`src/sv/conv3x3_image_filter_top_macros.svh`:
```
// assertion macros for the 3x3 filter
`ifndef CONV3X3_IMAGE_FILTER_TOP_MACROS_SVH
`define CONV3X3_IMAGE_FILTER_TOP_MACROS_SVH

// same-cycle implication, held off during reset
`define CONV_ASSERT_IMPL(lbl, ante, cons) \
  lbl: assert property (@(posedge clk) disable iff (!rst_n) (ante) |-> (cons)) \
    else $error("conv3x3 check failed");

// next-cycle implication, checked during reset too
`define CONV_ASSERT_NEXT(lbl, ante, cons) \
  lbl: assert property (@(posedge clk) (ante) |=> (cons)) \
    else $error("conv3x3 check failed");

`endif

```
`src/sv/conv3x3_fifo.sv`:
```
`timescale 1ns / 1ps
module conv3x3_fifo #(
  parameter int DW    = 8,
  parameter int DEPTH = 4
) (
  input  logic          clk,
  input  logic          rst_n,
  input  logic          push,
  input  logic [DW-1:0] push_data,
  output logic          full,
  input  logic          pop,
  output logic [DW-1:0] pop_data,
  output logic          empty
);
  localparam int AW = $clog2(DEPTH);

  logic [DW-1:0] mem_r [DEPTH];
  logic [AW-1:0] wp_r, rp_r;
  logic [AW:0]   cnt_r, cnt_nxt;

  assign full     = cnt_r == (AW+1)'(DEPTH);
  assign empty    = cnt_r == '0;
  assign pop_data = mem_r[rp_r];

  always_comb begin
    case ({push, pop})
      2'b10:   cnt_nxt = cnt_r + 1'b1;
      2'b01:   cnt_nxt = cnt_r - 1'b1;
      default: cnt_nxt = cnt_r;
    endcase
  end

  always_ff @(posedge clk) begin
    if (!rst_n) begin
      wp_r  <= '0;
      rp_r  <= '0;
      cnt_r <= '0;
    end else begin
      if (push) wp_r <= wp_r + 1'b1;
      if (pop) rp_r <= rp_r + 1'b1;
      cnt_r <= cnt_nxt;
    end
  end

  always_ff @(posedge clk) begin
    if (push) mem_r[wp_r] <= push_data;
  end
endmodule

```
`config.mk`:
```
export PLATFORM = sky130hd
export DESIGN_NAME = conv3x3_fifo
export DESIGN_NICKNAME = d
export VERILOG_FILES = /design/src/sv/conv3x3_image_filter_top_macros.svh /design/src/sv/conv3x3_fifo.sv
export SDC_FILE = /design/constraint.sdc
export NUM_CORES = 1
export LEC_CHECK = 0
export BUFFER_PORTS_ARGS = -buffer_cell sky130_fd_sc_hd__buf_2
export CAP_MARGIN = 20
export CORE_ASPECT_RATIO = 0.9
export CORE_MARGIN = 3
export CORE_UTILIZATION = 23
export DETAILED_ROUTE_END_ITERATION = 8
export GPL_ROUTABILITY_DRIVEN = 0
export PLACE_DENSITY_LB_ADDON = 0.12
export SYNTH_ARGS = -nofsm -noshare
export SYNTH_HDL_FRONTEND = slang
export SYNTH_SLANG_ARGS = --single-unit
```
`constraint.sdc`:
```
create_clock -name clk -period 1.65 [get_ports clk]
set_clock_uncertainty 0.05 [all_clocks]
set_input_delay 0.165 -clock clk [delete_from_list [all_inputs] [get_ports clk]]
set_output_delay 0.165 -clock clk [all_outputs]
set_load 0.03 [all_outputs]
```
# After elaboration in Yosys (flattened, before gate mapping)
# Memories as Yosys holds them, arrays and structs flattened. A register that Yosys moved wholly into a read port is not among the register bits.
# Index checks and enable logic that the tools add are counted.
# W data, S select, Z words.
totals:
  register_bits: 7
  latch_bits: 0
  ramBits: 32
  mem_bits_ro: 0
  inputBits: 12
  out_inout_bits: 10
  word_cells: 18
  n_memories: 1
memory_table:
  columns: ["name", "depth", "width", "rd", "rd_ports_with_merged_regs", "wr", "line", "source"]
  rows:
  - ["mem_r", 4, 8, 1, 1, 1, "conv3x3_fifo.sv:17", "logic [DW-1:0] mem_r [DEPTH];"]
op_classes:
  n_addsub: 4
  multipliers: 0
  n_div: 0
  magnitude_cmp: 0
  eq_ne: 3
  n_shift: 0
  n_mux: 5
  n_bitwise: 0
  reduce_logical: 2
ops:
  columns: ["operator", "n"]
  rows:
  - ["$pmux W3 S2", 1]
  - ["$add A2 B1 Y2 const B", 2]
  - ["$mux W2", 2]
  - ["$add A3 B1 Y3 const B", 1]
  - ["$eq A3 B3 Y1 const B", 1]
  - ["$logic_not A3 Y1", 1]
  - ["$sub A3 B1 Y3 const B", 1]
  - ["$eq A2 B1 Y1 const B", 1]
  - ["$eq A2 B2 Y1 const B", 1]
  - ["$mux W1", 2]
  - ["$reduce_bool A2 Y1", 1]

# Longest topological paths before layout
# Gate-level depths: netlist (run 1).
logic_depth:
  depth_word: 3
  ltp_mapped: 7
  mapped_depth_nobuf: 7

# Worst setup path after synthesis (run 1)
# No wires, ideal clock.
synth_path:
  path_kind: "register to register"
  startpoint: "register cnt_r[0]"
  endpoint: "register cnt_r[2]"
  setup_ns: 0.070
  arrival_time_ns: 1.411
  required_ns: 1.530
  setup_slack_ns: 0.119
  path_stages_with_launch: 6
  n_path_buf: 0
  synth_period_minus_slack_ns: 1.531
  cell_sequence: "dfxtp_1 -> inv_1 -> fa_1 -> xor2_1 -> or3_1 -> a21boi_1"
synth_via:
  elab_chain_cells: 2
  elab_cells_between_ends: 3
  cone_classes: "add/sub: 2; mux: 1"
synth_lines:
  columns: ["item", "line", "source"]
  rows:
  - ["from (decl)", "conv3x3_fifo.sv:19", "logic [AW:0] cnt_r, cnt_nxt;"]
  - ["from (signal assigned)", "conv3x3_fifo.sv:41", "cnt_r <= cnt_nxt;"]
  - ["$sub A3 B1 Y3 or $add A3 B1 Y3 (tied branches)", "conv3x3_fifo.sv:28, conv3x3_fifo.sv:27", null]
  - ["$pmux W3 S2 *", "conv3x3_fifo.sv:26", "case ({push, pop})"]
# Every way passes the cells marked *; elsewhere a longest branch is shown, timed or not.
# A chain may end at the register's enable or synchronous reset.

==> impl_metrics.ini, run 1 <==
[status]
outcome = finished, violations left
violations = negative setup slack

[worst_setup_path]
crit_required_ns = 1.43
critPathLaunchType = register
cp_max_fo = 5
worstPathArrival_ns = 1.47
end_kind = output pin
worstSetupPathType = reg -> out

[sta]
maxSlewHeadroom_pct = 91.95
clock.fmax_mhz = 594.2
finalHoldViolations = 0
timing.hold.ws_ns = 0.03566
max_slew.worst_pin.slew_ns = 0.1174
finalSetupViolCount = 6
maxSlewViolCount = 0
layout_setup_ws_ns = -0.03305
fin_crit_ns = 1.683
rsz0062_at_grt = yes
period_share_pct = 102.0
fin_tns_setup_ns = -0.06803

[die]
die_area_um2 = 8031
dieWidth_um = 94.13
initial_utilization_pct = 24.03
coreArea_um2 = 6691
num_rows = 28
fp.dieH_um = 85.32
io_pins = 22

[cts]
cts_max_level = 2
cts_buffer_depth = 2
cts_hold_buf = 0
clk_pin_slew_worst_paths_ns = 0.08
root_buffer = clkbuf_8
cts_made_buffers = 5
cts_tree = yes
clock-sinks = 41
clock_latency_ns = 0.29

[route]
wire_per_inst_um = 13.50
vias = 826
dr.pass1.iters = 2
wl_um = 2889
vias_per_cell = 3.860
drtIter0Drc = 76
drc_errors = 0
ant_nets = 0

[power_and_ir_drop]
power_mw = 2.281
leakagePower_nw = 0.7415
power_density_nw_per_um2 = 1119
irDropWorstVdd_uv = 326.8

[global_route]
grt_use_total_pct = 7.868
grt.overflow.total = 0
grt_pass1_wl_um = 4464
grt_max_degree = 14
grt_pass1_vias = 864
antenna_found_initial = 0

[cells_and_area]
utilization_pct = 30.46
stdcell_count = 214
syn_to_final_growth_pct = 26.77
nets = 141
diodes = 0
stdcell_area_um2 = 2038
drive_gt1_share_pct = 39.52

[synth]
synth-compound-area-share_pct = 1.089
muxShareOfSynthArea_pct = 11.83
postSynthCellCount = 88
yosysSeqAreaShare_pct = 70.97
synth.avg_cell_area_um2 = 18.27
ys_ff_latch = 41
yosys.area_share.simple_pct = 5.837
synth_cell_types = 19
synthAdderAreaFrac_pct = 5.136
synth_warnings = 0
synthesis.nets = 106
synth_top_family_by_area = multiplexers
netlist_area_um2 = 1608
synth-xor-area-share_pct = 2.724

[placement]
io_buffer_count = 21
dp.cells = 205
place_ws_ns = -0.03325
place_hpwl_um = 1945
place_area_um2 = 1869

[hold_path]
hp-class = in -> reg

[run]
maxCapViolCount = 0
worst max-delay path: stages (launching register included):
cell	delay [ns]
dfxtp_2	0.36
buf_8	0.13
mux4_2	0.53
buf_6	0.16
sequential cells by signal (all words and copies together) (netlist names), named ones only:
name / cells
wp_r: 2
cnt_r: 3
rp_r: 2
mem_r: 32
power by group:
part / total (mW) / internal, mW / switching, mW / leakage (nW)
Combinational: 0.394 / 0.185 / 0.208 / 0.321
Clock: 0.684 / 0.339 / 0.345 / 0.0512
Sequential: 1.20 / 1.18 / 0.0261 / 0.369
Total: 2.28 / 1.70 / 0.579 / 0.741
cell families after synthesis:
family | Yosys count
flip-flops | 41
AND/OR/NAND/NOR | 16
multiplexers | 9
buffers and inverters | 8
adder cells (fa/ha/maj) | 6
XOR/XNOR | 5
AO/OA/AOI/OAI | 3
cell usage after synthesis:
cell,instances,area [µm²]
edfxtp_1,32,960.9
and2_1,10,62.56
dfxtp_1,9,180.2
mux4_2,8,180.2
inv_1,6,22.52
ha_1,5,62.56
xor2_1,3,26.28
nand2_1,2,7.510
o21ai_0,2,10.01
xnor2_1,2,17.52
a21boi_1,1,7.510
and3_1,1,6.260
buf_6,1,11.26
clkbuf_2,1,5.000
fa_1,1,20.02
mux2i_1,1,10.01
nor2b_1,1,6.260
nor3_1,1,5.000
or3_1,1,6.260
placed cells by master, fill, tap and decap left out, types with 2 or more instances in the layout:
master,n
and2_1,10
buf_2,13
buf_4,7
buf_6,9
clkbuf_8,6
dfxtp_1,6
dfxtp_2,3
edfxtp_1,32
ha_1,5
inv_1,6
mux4_2,8
nand2_1,2
o21ai_0,2
xnor2_1,2
xor2_1,3
layer usage:
metal	vias to the layer above	global-route usage [%]	share of wire (%)
met5	-	0	0
met4	0	3.937	2.0
met3	7	2.748	4.6
met2	17	12.51	50
met1	409	9.444	43
li1	393	-	-
cell type report:
type                       count  area (µm²)
fill                         683        4653
inverter                       6       22.52
tap                           90       112.6
clock buffer                   6       82.58
sequential                    41        1145
timing repair buffer          30       234.0
multi-input combinational     39       427.9
clock inverter                 2       13.76
what timing repair did:
action,4_1_cts,5_1_grt
gates resized for setup,19,3
setup buffers,0,1
pin swaps,0,0
endpoints found under the setup margin,8,9
final timing paths:
check / slack (ns) / from / cells past startpoint / endpoint
min: 0.04 / push_data[2] / 1 / mem_r[3][2]$_DFFE_PP_
min reg2reg: 0.47 / cnt_r[2]$_SDFFE_PN0P_ / 2 / cnt_r[2]$_SDFFE_PN0P_
max: -0.03 / register / 3 / pop_data[3]
max reg2reg: 0.09 / cnt_r[0]$_SDFFE_PN0P_ / 5 / cnt_r[2]$_SDFFE_PN0P_
No activity file was read; power rests on OpenSTA's default activity.
==> inputs of run 2 (changes only) <==
ABC_AREA = 1   (was default)
BUFFER_PORTS_ARGS = -buffer_cell sky130_fd_sc_hd__clkbuf_2   (was -buffer_cell sky130_fd_sc_hd__buf_2)
==> run 2 against run 1 <==
  * The flow now finishes without violations
  * Synthesized cell count up 51%
  * Core utilization is 1.4 points lower
  * Critical path depth is 1 higher
  * Clock-buffer cell count is 1 lower
  * Via count increased by 25%
  * Power decreased by 6.9%
  * Register-to-register slack improved by 0.17 ns
  * Die area rose by 1.5%
==> impl_metrics.ini, run 2 <==
[status]
outcome = finished, final reports clean

[sta]
maxSlewHeadroom_pct = 71.58
layout_setup_ws_ns = 0.07461
timing.hold.ws_ns = 0.03979
period_share_pct = 95.48
maxSlewViolCount = 0
finalSetupViolCount = 0
max_slew.worst_pin.slew_ns = 0.4258
fin_tns_setup_ns = 0
fin_crit_ns = 1.575
rsz0062_at_grt = yes
clock.fmax_mhz = 634.8
finalHoldViolations = 0

[die]
num_rows = 28
initial_utilization_pct = 24.29
dieWidth_um = 94.85
coreArea_um2 = 6726
fp.dieH_um = 85.97
io_pins = 22
die_area_um2 = 8154

[synth]
synth_top_area_share_pct = 58.81
postSynthCellCount = 133
netlist_area_um2 = 1634
ys_ff_latch = 41
synth_top_cell_by_area = edfxtp_1
synth.avg_cell_area_um2 = 12.29
netlist_top_cells_count = edfxtp_1 (32), o21ai_0 (18), nor2_1 (17), inv_1 (16)
synthTopCellsByArea = edfxtp_1 (59%), dfxtp_1 (11%), o21ai_0 (5.5%), nor2_1 (3.9%), ha_1 (3.8%)
synth_edf_count = 32
synthesis.nets = 151
yosysMostFrequentCell = edfxtp_1
yosysSeqAreaShare_pct = 69.83
async_flop_share_pct = 0
synth_warnings = 0
synth-main-ff-cell = edfxtp_1
synth_cell_types = 18

[worst_setup_path]
worstSetupPathType = reg -> out
crit_chain = buf_6 -> o21ai_0 -> o22ai_1 -> clkbuf_2
end_kind = output pin
cp_max_fo = 13
crit_path_top_delay_cell = dfxtp_2
crit_required_ns = 1.43
slowest_delay_ns = 0.40
critPathLaunchType = register
worstPathArrival_ns = 1.36

[route]
vias = 1030
wire_per_inst_um = 12.91
vias_per_cell = 4.071
wl_um = 3267
ant_nets = 0
drc_errors = 0
dr.pass1.iters = 4
drtIter0Drc = 48

[global_route]
grt.overflow.total = 0
grt_max_degree = 17
grt_pass1_wl_um = 5223
grt_use_total_pct = 8.641
grt_pass1_vias = 1051
antenna_found_initial = 0

[power_and_ir_drop]
irDropWorstVdd_uv = 424.8
power_density_nw_per_um2 = 1088
leakagePower_nw = 0.7620

[cts]
cts_buffer_depth = 2
cts_tree = yes
root_buffer = clkbuf_8
clock-sinks = 41
clock_latency_ns = 0.28
cts_max_level = 2
postCtsSetupBuffers = 0
cts_made_buffers = 5
clk_pin_slew_worst_paths_ns = 0.08

[placement]
io_buffer_count = 21
place_ws_ns = 0.09352
place_hpwl_um = 2270

[cells_and_area]
largest_registers = mem_r: 32 flops, cnt_r: 3 flops
syn_to_final_growth_pct = 19.45
nets = 180
mostFrequentLayoutCell = edfxtp_1
diodes = 0
drive_gt1_share_pct = 24.54
top_register = mem_r
final_cell_mix = edfxtp_1 (32), o21ai_0 (18), nor2_1 (17)
largest_register_ffs = 32

[run]
maxCapViolCount = 0

[hold_path]
hp-class = in -> reg
==> run 2: cells by family (layout without fill, tap and decap cells) <==
| group | Yosys count | count (layout) | synth area share (%) |
|---|---|---|---|
| flops | 41 | 41 | 69.83 |
| compound gates | 35 | 35 | 11.79 |
| simple gates | 32 | 32 | 8.039 |
| buf+inv | 19 | 49 | 5.283 |
| fa+ha+maj | 6 | 6 | 5.054 |
==> run 2: worst paths after layout <==
| path | from | endpoint | slack [ns] | cells after the start |
|---|---|---|---|---|
| min | push_data[1] | mem_r[3][1]$_DFFE_PP_ | 0.04 | 1 |
| max | register | pop_data[4] | 0.07 | 4 |
| max reg2reg | cnt_r[0]$_SDFFE_PN0P_ | cnt_r[2]$_SDFFE_PN0P_ | 0.26 | 8 |
| min reg2reg | rp_r[1]$_SDFFE_PN0P_ | register | 0.38 | 1 |
==> run 2: critical path: cells and delay by family (launching register included) <==
family / cells / cell delay (ns)
AO/OA/AOI/OAI: 2 / 0.27
flip-flops: 1 / 0.40
buffers and inverters: 2 / 0.40
==> run 2: cell type report <==
| cell class | count | area [µm²] |
|---|---|---|
| Fill cell | 707 | 4775 |
| Sequential cell | 41 | 1144 |
| Multi-Input combinational cell | 73 | 406.6 |
| Timing Repair Buffer | 24 | 136.4 |
| Tap cell | 90 | 112.6 |
| Clock buffer | 5 | 68.82 |
| Inverter | 17 | 66.31 |
| Clock inverter | 3 | 17.52 |
==> run 2: metrics by stage <==
| step | total power, mW | utilization [%] | instances | cell area, µm² |
|---|---|---|---|---|
| after floorplan | 1.409 | - | 133 | 1634 |
| after global routing | 2.230 | 29.02 | 253 | 1952 |
| final | 2.123 | 29.02 | 253 | 1952 |
| after CTS | 2.161 | 28.87 | 253 | 1942 |
| after detailed placement | 1.513 | 27.53 | 245 | 1852 |
| after global placement | 1.505 | 27.53 | 245 | 1852 |
==> run 2: timing repair <==
action	4_1_cts	5_1_grt
resized for setup	3	10
endpoints found under the setup margin	7	8
hold buffers	0	0
==> run 2: per-layer routing <==
layer,track usage [%],wire (µm),up-vias
met5,0,0,-
met4,3.932,44,0
met3,2.544,149,5
met2,14.28,1622,22
met1,10.34,1450,480
li1,-,-,523
==> run 2: power by group <==
part / internal, mW / switching [mW]
logic: 0.0923 / 0.203
clock network: 0.292 / 0.343
registers: 1.17 / 0.0252
