File: src/sv/conv3x3_image_filter_top_macros.svh
// assertion macros for the 3x3 filter
`ifndef CONV3X3_IMAGE_FILTER_TOP_MACROS_SVH
`define CONV3X3_IMAGE_FILTER_TOP_MACROS_SVH

// same-cycle implication, held off during reset
`define CONV_ASSERT_IMPL(lbl, ante, cons) \
  lbl: assert property (@(posedge clk) disable iff (!rst_n) (ante) |-> (cons)) \
    else $error("conv3x3 check failed");

// next-cycle implication, checked during reset too
`define CONV_ASSERT_NEXT(lbl, ante, cons) \
  lbl: assert property (@(posedge clk) (ante) |=> (cons)) \
    else $error("conv3x3 check failed");

`endif

File: src/sv/conv3x3_pkg.sv
`timescale 1ns / 1ps
package conv3x3_pkg;
  localparam int MAX_WIDTH_DEF   = 2048;
  localparam int SAMPLE_BITS_DEF = 16;
  localparam int CHANNELS_DEF    = 3;

  localparam int FIELD_BITS    = 16;
  localparam int CFG_IDX_BITS  = 3;
  localparam int CFG_DATA_BITS = 16;

  localparam logic [CFG_IDX_BITS-1:0] CFG_KERNEL_MODE  = 3'd0;
  localparam logic [CFG_IDX_BITS-1:0] CFG_IMAGE_WIDTH  = 3'd1;
  localparam logic [CFG_IDX_BITS-1:0] CFG_IMAGE_HEIGHT = 3'd2;
  localparam logic [CFG_IDX_BITS-1:0] CFG_MAX_SAMPLE   = 3'd3;
  localparam logic [CFG_IDX_BITS-1:0] CFG_COLOR_MODE   = 3'd4;

  localparam logic [1:0] KERNEL_LAPLACE = 2'd1;
  localparam logic [1:0] KERNEL_SHARPEN = 2'd2;

  localparam logic OP_DRAIN = 1'b1;

  localparam int ACC_BITS    = 22;
  localparam int SUM_BITS    = 20;
  localparam int RECIP_BITS  = 21;
  localparam int RECIP_SHIFT = 24;
  localparam int QUO_BITS    = 17;
  localparam logic [RECIP_BITS-1:0] RECIP_NINE = 21'd1864136;

  typedef struct packed {
    logic emit;
    logic top;
    logic bot;
    logic lft;
    logic rgt;
    logic last;
  } conv_flags_t;

  typedef struct packed {
    logic [1:0]            kernel_mode;
    logic [FIELD_BITS-1:0] max_sample;
    logic                  color_mode;
  } back_cfg_t;
endpackage

File: src/sv/conv3x3_in_if.sv
`timescale 1ns / 1ps
interface conv3x3_in_if import conv3x3_pkg::*; ();
  logic                  valid;
  logic                  ready;
  logic                  op;
  logic [FIELD_BITS-1:0] sample_a;
  logic [FIELD_BITS-1:0] sample_b;
  logic [FIELD_BITS-1:0] sample_c;

  modport source(output valid, op, sample_a, sample_b, sample_c, input ready);
  modport sink(input valid, op, sample_a, sample_b, sample_c, output ready);
endinterface

File: src/sv/conv3x3_front.sv
`timescale 1ns / 1ps
module conv3x3_front import conv3x3_pkg::*; #(
  parameter int MAX_WIDTH   = MAX_WIDTH_DEF,
  parameter int SAMPLE_BITS = SAMPLE_BITS_DEF,
  parameter int CHANNELS    = CHANNELS_DEF,
  localparam int CW = $clog2(MAX_WIDTH),
  localparam int LW = CHANNELS * SAMPLE_BITS
) (
  input  logic        clk,
  input  logic        rst_n,
  conv3x3_in_if.sink  in_s,
  input  logic [11:0] image_width,
  input  logic [15:0] image_height,
  output logic        q_push,
  output conv_flags_t q_flags,
  output logic [CW-1:0] q_col,
  output logic [LW-1:0] q_px,
  input  logic        q_full
);
  logic [CW-1:0] wm1;
  logic [15:0]   hm1;
  logic [CW-1:0] in_col_r, in_col_nxt, out_col_r, out_col_nxt;
  logic [16:0]   in_row_r, in_row_nxt, out_row_r, out_row_nxt;
  logic          due, acc, drop;
  logic [FIELD_BITS-1:0] smp [3];

  always_comb begin
    if (image_width == '0) wm1 = '0;
    else if (32'(image_width) > MAX_WIDTH) wm1 = CW'(MAX_WIDTH - 1);
    else wm1 = CW'(image_width - 12'd1);
    hm1 = (image_height == '0) ? '0 : image_height - 16'd1;
  end

  assign in_s.ready = !q_full;
  assign acc    = in_s.valid && in_s.ready;
  assign due    = in_row_r <= {1'b0, hm1};
  assign drop   = (in_s.op == OP_DRAIN) && due;
  assign q_push = acc && !drop;
  assign q_col  = in_col_r;

  assign smp[0] = in_s.sample_a;
  assign smp[1] = in_s.sample_b;
  assign smp[2] = in_s.sample_c;

  always_comb begin
    for (int c = 0; c < CHANNELS; c++) begin
      q_px[c*SAMPLE_BITS +: SAMPLE_BITS] = due ? smp[c][SAMPLE_BITS-1:0] : '0;
    end
  end

  always_comb begin
    q_flags.emit = (in_row_r >= 17'd2) || (in_row_r == 17'd1 && in_col_r != '0);
    q_flags.top  = out_row_r != '0;
    q_flags.bot  = out_row_r < {1'b0, hm1};
    q_flags.lft  = out_col_r != '0;
    q_flags.rgt  = out_col_r < wm1;
    q_flags.last = (out_row_r >= {1'b0, hm1}) && (out_col_r >= wm1);
  end

  always_comb begin
    in_col_nxt  = in_col_r;
    in_row_nxt  = in_row_r;
    out_col_nxt = out_col_r;
    out_row_nxt = out_row_r;
    if (q_push) begin
      if (in_col_r >= wm1) begin
        in_col_nxt = '0;
        in_row_nxt = in_row_r + 17'd1;
      end else begin
        in_col_nxt = in_col_r + 1'b1;
      end
      if (q_flags.emit) begin
        if (q_flags.last) begin
          in_col_nxt  = '0;
          in_row_nxt  = '0;
          out_col_nxt = '0;
          out_row_nxt = '0;
        end else if (out_col_r >= wm1) begin
          out_col_nxt = '0;
          out_row_nxt = out_row_r + 17'd1;
        end else begin
          out_col_nxt = out_col_r + 1'b1;
        end
      end
    end
  end

  always_ff @(posedge clk) begin
    if (!rst_n) begin
      in_col_r  <= '0;
      in_row_r  <= '0;
      out_col_r <= '0;
      out_row_r <= '0;
    end else begin
      in_col_r  <= in_col_nxt;
      in_row_r  <= in_row_nxt;
      out_col_r <= out_col_nxt;
      out_row_r <= out_row_nxt;
    end
  end
endmodule

File: src/flat_wrapper.sv
// flat-port wrapper written by rule: the top's interface ports become plain ports
module conv3x3_front_flat import conv3x3_pkg::*;
#(
  parameter int MAX_WIDTH   = MAX_WIDTH_DEF,
  parameter int SAMPLE_BITS = SAMPLE_BITS_DEF,
  parameter int CHANNELS    = CHANNELS_DEF,
  localparam int CW = $clog2(MAX_WIDTH),
  localparam int LW = CHANNELS * SAMPLE_BITS
)
  (clk, rst_n, image_width, image_height, q_push, q_flags, q_col, q_px, q_full, in_s_valid, in_s_op, in_s_sample_a, in_s_sample_b, in_s_sample_c, in_s_ready);
  conv3x3_in_if in_s_i ();
  input  logic clk;
  input  logic rst_n;
  input  logic [11:0] image_width;
  input  logic [15:0] image_height;
  output logic q_push;
  output conv_flags_t q_flags;
  output logic [CW-1:0] q_col;
  output logic [LW-1:0] q_px;
  input  logic q_full;
  input wire logic [$bits(in_s_i.valid)-1:0] in_s_valid;
  input wire logic [$bits(in_s_i.op)-1:0] in_s_op;
  input wire logic [$bits(in_s_i.sample_a)-1:0] in_s_sample_a;
  input wire logic [$bits(in_s_i.sample_b)-1:0] in_s_sample_b;
  input wire logic [$bits(in_s_i.sample_c)-1:0] in_s_sample_c;
  output wire logic [$bits(in_s_i.ready)-1:0] in_s_ready;
  assign in_s_i.valid = in_s_valid;
  assign in_s_i.op = in_s_op;
  assign in_s_i.sample_a = in_s_sample_a;
  assign in_s_i.sample_b = in_s_sample_b;
  assign in_s_i.sample_c = in_s_sample_c;
  assign in_s_ready = in_s_i.ready;
  conv3x3_front #(.MAX_WIDTH(MAX_WIDTH), .SAMPLE_BITS(SAMPLE_BITS), .CHANNELS(CHANNELS)) u_core (.clk(clk), .rst_n(rst_n), .in_s(in_s_i), .image_width(image_width), .image_height(image_height), .q_push(q_push), .q_flags(q_flags), .q_col(q_col), .q_px(q_px), .q_full(q_full));
endmodule
File: config.mk
export PLATFORM = sky130hd
export DESIGN_NAME = conv3x3_front_flat
export DESIGN_NICKNAME = d
export VERILOG_FILES = /design/src/sv/conv3x3_image_filter_top_macros.svh /design/src/sv/conv3x3_pkg.sv /design/src/sv/conv3x3_in_if.sv /design/src/sv/conv3x3_front.sv /design/src/flat_wrapper.sv
export SDC_FILE = /design/constraint.sdc
export NUM_CORES = 1
export LEC_CHECK = 0
export BUFFER_PORTS_ARGS = -buffer_cell sky130_fd_sc_hd__buf_2
export CORE_AREA = 2 2 99 101
export DETAILED_ROUTE_END_ITERATION = 10
export DIE_AREA = 0 0 101 103
export PLACE_DENSITY = 0.83
export SLEW_MARGIN = 20
export SYNTH_ARGS = -nofsm -noshare
export SYNTH_HDL_FRONTEND = slang
export SYNTH_SLANG_ARGS = --single-unit
File: constraint.sdc
create_clock -name clk -period 11.1 [get_ports clk]
set_input_delay 1.665 -clock clk [delete_from_list [all_inputs] [get_ports clk]]
set_output_delay 1.665 -clock clk [all_outputs]
set_load 0.1 [all_outputs]
## Yosys cells after proc, flatten, opt, wreduce, memory -nomap -nowiden

Cells that the tools add are included.

| storage, ports and cells | value |
|---|---|
| register bits | 56 |
| bits of input ports | 81 |
| output and inout port bits | 67 |

| operators by class | value |
|---|---|
| add/sub/neg operators | 6 |
| order comparisons | 8 |
| equal/unequal tests | 1 |
| muxes and demuxes | 16 |
| reductions and logical operators | 16 |

Operators by type and width:

| cell | count |
|---|---|
| $mux 17 | 5 |
| $mux 11 | 7 |
| $mux 16 | 4 |
| $add 17x1->17 const B | 2 |
| $add 11x1->11 const B | 2 |
| $ge 11x11->1 | 2 |
| $reduce_bool 11->1 | 2 |
| $eq 17x1->1 const B | 1 |
| $ge 17x16->1 | 1 |
| $ge 17x2->1 const B | 1 |
| $le 17x16->1 | 1 |
| $lt 17x16->1 | 1 |
| $reduce_bool 17->1 | 1 |
| $logic_not 16->1 | 1 |
| $sub 16x1->16 const B | 1 |
| $gt 12x12->1 const B | 1 |
| $logic_not 12->1 | 1 |
| $lt 11x11->1 | 1 |
| $sub 11x1->11 const B | 1 |
| $logic_and 1x1->1 | 5 |
| $reduce_and 3->1 | 1 |
| $logic_not 1->1 | 2 |
| $reduce_and 2->1 | 1 |
| $reduce_bool 2->1 | 1 |
| $logic_or 1x1->1 | 1 |

## Logic depth before layout (Yosys ltp)

Gate-level depths: netlist (run 1).

| logic depth | value |
|---|---|
| depth after elaboration | 7 |
| depth in mapped cells | 19 |
| mapped depth without buffers | 16 |

## Least setup slack after synthesis (run 1)

No wires, ideal clock.

| timing | value |
|---|---|
| path type | input-to-output |
| start | input port image_height[7] |
| end | output port q_px[0] |
| data arrival time | 6.123 ns |
| data required time | 9.435 ns |
| path slack | 3.312 ns |
| cell stages on the path | 16 |
| buffers on the path | 3 |
| path through | or4_1 nor4_1 nand2_1 or3_1 clkbuf_1 nand2_1 ha_1 a21oi_1 o21ai_0 a2111oi_4 nand2_1 nor2_1 a21oi_1 clkbuf_1 buf_2 nor2b_1 |

| between the ends | value |
|---|---|
| longest elaborated chain between the ends | 4 |
| elaborated cells between the ends (all ways) | 5 |
| classes of those cells | 1 x add/sub; 1 x order compare; 2 x mux; 1 x reduce/logical |

Ends and longest elaborated chain:

| what | line | text |
|---|---|---|
| from (decl) | flat_wrapper.sv:15 | `input logic [15:0] image_height;` |
| $sub 16x1->16 or $logic_not 16->1 (tied branches) | conv3x3_front.sv:31 | `hm1 = (image_height == '0) ? '0 : image_height - 16'd1;` |
| $mux 16 * | conv3x3_front.sv:31 |  |
| $le 17x16->1 * | conv3x3_front.sv:36 | `assign due = in_row_r <= {1'b0, hm1};` |
| $mux 16 * | conv3x3_front.sv:47 | `q_px[c*SAMPLE_BITS +: SAMPLE_BITS] = due ? smp[c][SAMPLE_BITS-1:0] : '0;` |
| to (decl) | flat_wrapper.sv:19 | `output logic [LW-1:0] q_px;` |

Mark *: on every way between the ends. The rest lies on a longest branch, timed or not.

## Worst setup path in the final report (run 1)

| timing | value |
|---|---|
| start | input port image_height[7] |
| end | output port q_px[26] |

The elaborated chain is that of the path after synthesis.

==> run summary, run 1 <==
gr usage total - 26.9%
Ys Warns - 0
count of final max-slew check failures - 0
routed via count - 5582
P_leak - 2.84 nW
R2R Path Start - u_core.in_row_r[6]
clk sinks - 56
CTS max path bufs - 2
crit-path max FO - 48
#FFs+latches synth - 56
dominant cells by area after synthesis - dfxtp_1 21%, ha_1 16%, nor2b_1 6.5%, xor2_1 4.9%, a21oi_1 4.3%
FMAX - 130 MHz
antenna viol nets, final - 0
crit path launch type - input port
CTS clk-pin slew, worst paths - 0.11 ns
Post-Layout Cell Count - 913
DRT Pass-1 Iters - 5
initial antenna violation count - 0
# rows - 36
Hold Path Depth - 2
cts hold-fix bufs - 0
Area Growth Syn to Fin - 15.7%
Routed WL per cell - 16.0 um
H-tree levels - 2
status - complete, no violations
setup TNS - 0 ns
M1 WL - 6390 um
Layout Nets - 945
met2 wire length - 7180 um
Hold/Removal Path Class - reg2reg
routed wl met3 - 883 um
post-synthesis cell area - 5320 um2
number of CTS-inserted buffers - 5
DRC marker count from the first detailed-route iteration - 463
Final Cycle Share - 69.1%
Netlist cell types - 68
Worst Setup SP - image_height[7]
Max-Cap Viols - 0
syn_area_per_cell - 7.91 um2
ANT cells - 0
layout cells sized above 1 - 22.2%
cell depth of the worst setup path - 15
Chip Height - 103 um
largest net degree at the start of global routing - 49
CP top delay family - simple AND/OR/NAND/NOR gates
Seq/Total Area, Yosys - 21.1%
arrival time worst endpoint - 6.01 ns
Commonest cells post-synth - 66 x ha_1, 56 x dfxtp_1, 55 x nor2b_1
Core ar. - 9460 um2
Worst EP required - 9.44 ns
Final min period - 7.68 ns
PortBufs - 147
crit path buf inv count - 2
number of synthesized flops with an enable pin - 0
crit-path cells - buf_2 -> or4_1 -> nor4_1 -> nand2_1 -> or3_1 -> o21ai_0 -> ha_1 -> nand4_1 -> nor4_4 -> a22oi_2 -> nand2_1 -> nor2_1 -> a21oi_4 -> and2b_1 -> buf_2
Slew HR - 29.7%
total power - 0.477 mW
CTS Root Cell - clkbuf_8
vias per cell - 6.11
PwrDens - 77.5 nW/um2
WS Path Type - in2out
worst r2r path cells - 8
final hold vios - 0
Max VDD drop - 0.0550 mV
GP Congestion - 0.941
Post-synth top flop - dfxtp_1
drc violations - 0
Initial Util - 56.2%
Detailed Route WL - 14600 um
PnR worst setup slack - 3.42 ns
clock latency on the worst-skew pair - 0.31 ns
chip width - 101 um
final setup fails - 0
unrepaired setup endpoints after global routing - no
syn_nets - 819
Critical Path End Type - primary output
highest metal used - met4
GRT overflow - 0
Hold Startpoint - u_core.out_row_r[16]
dpl cells - 905
slowest cell delay on critical path - 0.80 ns
most frequent cell after synthesis - ha_1
die area - 10400 um2
worst slack, placed - 3.46 ns
Gate Count Post-Synth - 672
IO Count - 148
Yosys top cell by area - dfxtp_1
first-pass GRT wire length - 23000 um
post-route clock skew - 0.0122 ns
post-cts gate resize count - 0
Slowest cell on crit path - a21oi_4
hpwl dp - 11700 um
Slew @ Worst Pin - 1.05 ns
Post-CTS Setup Bufs - 0
vias in the first global route - 4938
ys async rst share - 0%
share of the synthesized area in the top cell type - 21.1%
TritonCTS clock tree - done
-- power breakdown --
group          switching (mW)  internal [mW]
logic                   0.119         0.0371
registers             0.00161          0.202
clock network          0.0719         0.0452
-- flip-flops by register name (all words and copies together) (netlist names) --
name and flops:
u_core.out_col_r 11, u_core.q_col 11, u_core.in_row_r 17, u_core.out_row_r 17
-- area by class of cell --
type | count | area (um2)
Tap cell | 114 | 143
Multi-Input combinational cell | 562 | 3970
Clock buffer | 6 | 72.6
Timing Repair Buffer | 147 | 736
Sequential cell | 56 | 1120
Fill cell | 815 | 3310
Inverter | 26 | 97.6
Clock inverter | 2 | 16.3
-- per-stage QoR --
stage / instance area (um2) / utilization (%) / hold WS [ns]
CTS: 6150 / 65.0 / 0.511
global route: 6150 / 65.0 / 0.534
detailed placement: 6060 / 64.1 / 0.497
floorplan: 5320 / - / 0.474
finish: 6150 / 65.0 / 0.516
global placement: 6060 / 64.1 / 0.496
-- worst min-delay path, cell delays in order, from the launching register on --
cell and delay [ns]:
dfxtp_1 0.35, inv_1 0.06, o22ai_1 0.07
-- placed cells by master (no fill, tap or decap), types with 4 or more instances in the layout --
cell,synthesis,layout
nand3b_1,7,7
xor2_1,30,30
o21ai_0,23,23
o31ai_1,9,9
and3_1,18,18
ha_1,66,66
nand2b_1,5,5
dfxtp_1,56,56
o211ai_1,10,10
or4_1,12,12
a21o_1,9,9
nor2_1,36,36
nor4_1,17,17
and2_1,8,8
buf_2,10,147
xnor2_1,9,9
or3_1,10,10
a21oi_1,46,45
nand4_1,21,21
nor3_1,22,22
nand3_1,33,33
nand4b_1,4,4
clkbuf_8,0,5
nor2b_1,55,55
inv_1,26,26
nand2_1,49,49
o311ai_0,4,4
o21a_1,4,4
-- per-layer routing --
layer  global-route usage, %  up-vias
met5                       0        -
met4                    7.17        0
met3                    3.93       22
met2                    44.7      207
met1                    36.6     2623
li1                        -     2730
-- cells by family after synthesis --
| family | Yosys count | synth area share [%] |
|---|---|---|
| AO/OA/AOI/OAI | 135 | 17.3 |
| AND/OR/NAND/NOR | 319 | 34.5 |
| flip-flops | 56 | 21.1 |
| buffers and inverters | 54 | 4.54 |
| adder cells (fa/ha/maj) | 66 | 15.5 |
| XOR/XNOR | 39 | 6.43 |
| multiplexers | 3 | 0.565 |
-- worst paths after layout --
check,endpoint,slack (ns)
min reg2reg,u_core.out_row_r[16],0.52
max,q_px[26],3.42
max reg2reg,u_core.out_row_r[14],7.66
min,u_core.out_row_r[16],0.52
(Power assumes the default switching activity.)
==> inputs of run 2 (changes only) <==
--- a/config.mk
+++ b/config.mk
@@ -6,10 +6,10 @@
 export NUM_CORES = 1
 export LEC_CHECK = 0
 export BUFFER_PORTS_ARGS = -buffer_cell sky130_fd_sc_hd__buf_2
-export CORE_AREA = 2 2 99 101
+export CORE_AREA = 2 2 103 105
 export DETAILED_ROUTE_END_ITERATION = 10
-export DIE_AREA = 0 0 101 103
-export PLACE_DENSITY = 0.83
+export DIE_AREA = 0 0 105 107
+export PLACE_DENSITY = 0.77
 export SLEW_MARGIN = 20
 export SYNTH_ARGS = -nofsm -noshare
 export SYNTH_HDL_FRONTEND = slang
==> constraint.sdc (replaced) <==
create_clock -name clk -period 7.8 [get_ports clk]
set_input_delay 1.17 -clock clk [delete_from_list [all_inputs] [get_ports clk]]
set_output_delay 1.17 -clock clk [all_outputs]
set_load 0.1 [all_outputs]
==> run 2 against run 1 <==
Net effect: final area rose by 0.61%; hold slack better by 0.0026 ns; register-to-register slack worse by 3.3 ns; sequential share of layout area fell by 0.11 points.
==> run summary, run 2 (synthesized netlist as in run 1, its figures left out) <==
Detailed Route WL - 15300 um (+4.9%)
status - complete, no violations
unrepaired setup endpoints after global routing - no
P_leak - 2.85 nW (+0.40%)
layout cells sized above 1 - 22.4% (+0.22 points)
CTS Root Cell - clkbuf_8
post-cts gate resize count - 0 (unchanged)
Worst Setup SP - image_height[7]
gr usage total - 26.3% (-0.58 points)
count of final max-slew check failures - 0 (unchanged)
Hold/Removal Path Class - reg2reg
H-tree levels - 2 (unchanged)
CTS clk-pin slew, worst paths - 0.11 ns (about the same)
final hold slack - 0.519 ns (+0.00259 ns)
R2R Path Start - u_core.in_row_r[6]
Post-Layout Cell Count - 936 (+2.5%)
vias in the first global route - 5227 (+5.9%)
largest net degree at the start of global routing - 49 (unchanged)
CP endpoint - q_px[26]
PortBufs - 147 (unchanged)
GP Congestion - 0.914 (-2.9%)
first-pass GRT wire length - 24500 um (+6.2%)
CTS max path bufs - 2 (unchanged)
clock latency on the worst-skew pair - 0.33 ns (+0.02 ns)
final hold vios - 0 (unchanged)
die area - 11200 um2 (+8.0%)
Post-CTS Setup Bufs - 0 (unchanged)
footprint of the multi-input gates - 3970 um2 (unchanged)
clk sinks - 56 (unchanged)
internal power - 0.405 mW (+43%)
arrival time worst endpoint - 5.54 ns (-0.47 ns)
Routed WL per cell - 16.4 um (+2.3%)
initial antenna violation count - 0 (unchanged)
Final min period - 6.71 ns
Slew HR - 31.1% (+1.5 points)
total power - 0.682 mW (+43%)
Layout Nets - 946 (+0.11%)
Register Area - 1120 um2 (unchanged)
antenna viol nets, final - 0 (unchanged)
crit-path max FO - 48 (unchanged)
clock power share - 24.7% (about the same)
setup TNS - 0 ns (unchanged)
IO Count - 148 (unchanged)
RR Endpoint - u_core.out_row_r[14]
commonest cells after routing, fill and taps aside - 147 x buf_2, 66 x ha_1, 56 x dfxtp_1
commonest non-fill, non-tap cell in the layout - buf_2
DRC marker count from the first detailed-route iteration - 323 (-30%)
number of CTS-inserted buffers - 5 (unchanged)
WS Path Type - in2out
Max-Cap Viols - 0 (unchanged)
combinational share of power - 32.8% (about the same)
Slew @ Worst Pin - 1.03 ns (-0.0218 ns)
final setup fails - 0 (unchanged)
sequential share of power - 42.4% (-0.3 points)
GRT overflow - 0 (unchanged)
worst r2r path cells - 8 (unchanged)
ANT cells - 0 (unchanged)
Top Registers - u_core.in_row_r: 17 flops, u_core.out_row_r: 17 flops
FMAX - 149 MHz
drc violations - 0 (unchanged)
dpl cells - 928 (+2.5%)
Final Cycle Share - 86.0%
cts hold-fix bufs - 0 (unchanged)
Core ar. - 10100 um2 (+6.7%)
DRT Pass-1 Iters - 6 (+1)
crit path launch type - input port
Psw - 0.277 mW (+44%)
Sw Share - 40.7% (+0.26 points)
Worst EP required - 6.63 ns (-2.81 ns)
# rows - 37 (+2.8%)
post-route clock skew - 0.00884 ns (-0.00333 ns)
TritonCTS clock tree - done
Initial Util - 52.7% (-3.5 points)
Max VDD drop - 0.0817 mV (+49%)
Chip Height - 107 um (+3.9%)
PwrDens - 110 nW/um2 (+42%)
Fillers - 977 (+20%)
Critical Path End Type - primary output
Area Growth Syn to Fin - 16.4%
R2R setup slack - 4.39 ns (-3.27 ns)
hpwl dp - 12200 um (+4.2%)
chip width - 105 um (+4.0%)
routed via count - 5566 (-0.29%)
vias per cell - 5.95 (-2.7%)
==> run 2: cell type report <==
type,count,area share (%)
multi-input cells,562,64.1
flip-flops and latches,56,18.1
repair buffers,148,12.0
well taps,136,2.75
inverters,26,1.58
clock buffers,5,1.11
clock inverters,3,0.364
==> run 2: critical path: stages <==
cell and delay (ns):
buf_2 0.13, or4_1 0.59, nor4_1 0.28, nand2_1 0.14
or3_1 0.51, nand2_1 0.18, ha_1 0.16, nand4_1 0.19
nor4_4 0.52, a22oi_2 0.14, nand2_1 0.09, nor2_1 0.06
a21oi_4 0.78, and2b_1 0.27, buf_2 0.29
==> run 2: worst min path at each step <==
stage                               startpoint                    to  slack (ns)  depth (start not counted)
after global routing      u_core.out_row_r[16]  u_core.out_row_r[16]        0.54                          2
final                     u_core.out_row_r[16]  u_core.out_row_r[16]        0.52                          2
after detailed placement  u_core.out_row_r[16]  u_core.out_row_r[16]        0.50                          2
after CTS                 u_core.out_row_r[16]  u_core.out_row_r[16]        0.52                          2
after global placement    u_core.out_row_r[16]  u_core.out_row_r[16]        0.49                          2
after floorplan           u_core.out_row_r[16]  u_core.out_row_r[16]        0.47                          2
==> run 2: power groups by stage <==
stage	combinational [mW]	clock, mW	sequential, mW
after floorplan	0.166	0	0.298
after global placement	0.217	0	0.296
after detailed placement	0.222	0	0.296
after CTS	0.223	0.172	0.289
after global routing	0.236	0.182	0.290
final	0.224	0.169	0.289
==> run 2: metrics by stage <==
step | setup slack, ns | instance area [um2] | util [%]
CTS | 1.14 | 6190 | 61.3
floorplan | 1.00 | 5320 | -
detailed placement | 1.16 | 6100 | 60.4
global placement | 1.34 | 6100 | 60.4
global route | 0.826 | 6190 | 61.3
finish | 1.09 | 6190 | 61.3
==> run 2: layer usage <==
metal  track usage (%)  wire length, um  up-vias
li1                  -                -     2728
met2              45.9             7430      185
met1              32.7             6590     2623
met3              5.71             1030       30
met4              6.95              276        0
met5                 0                0        -
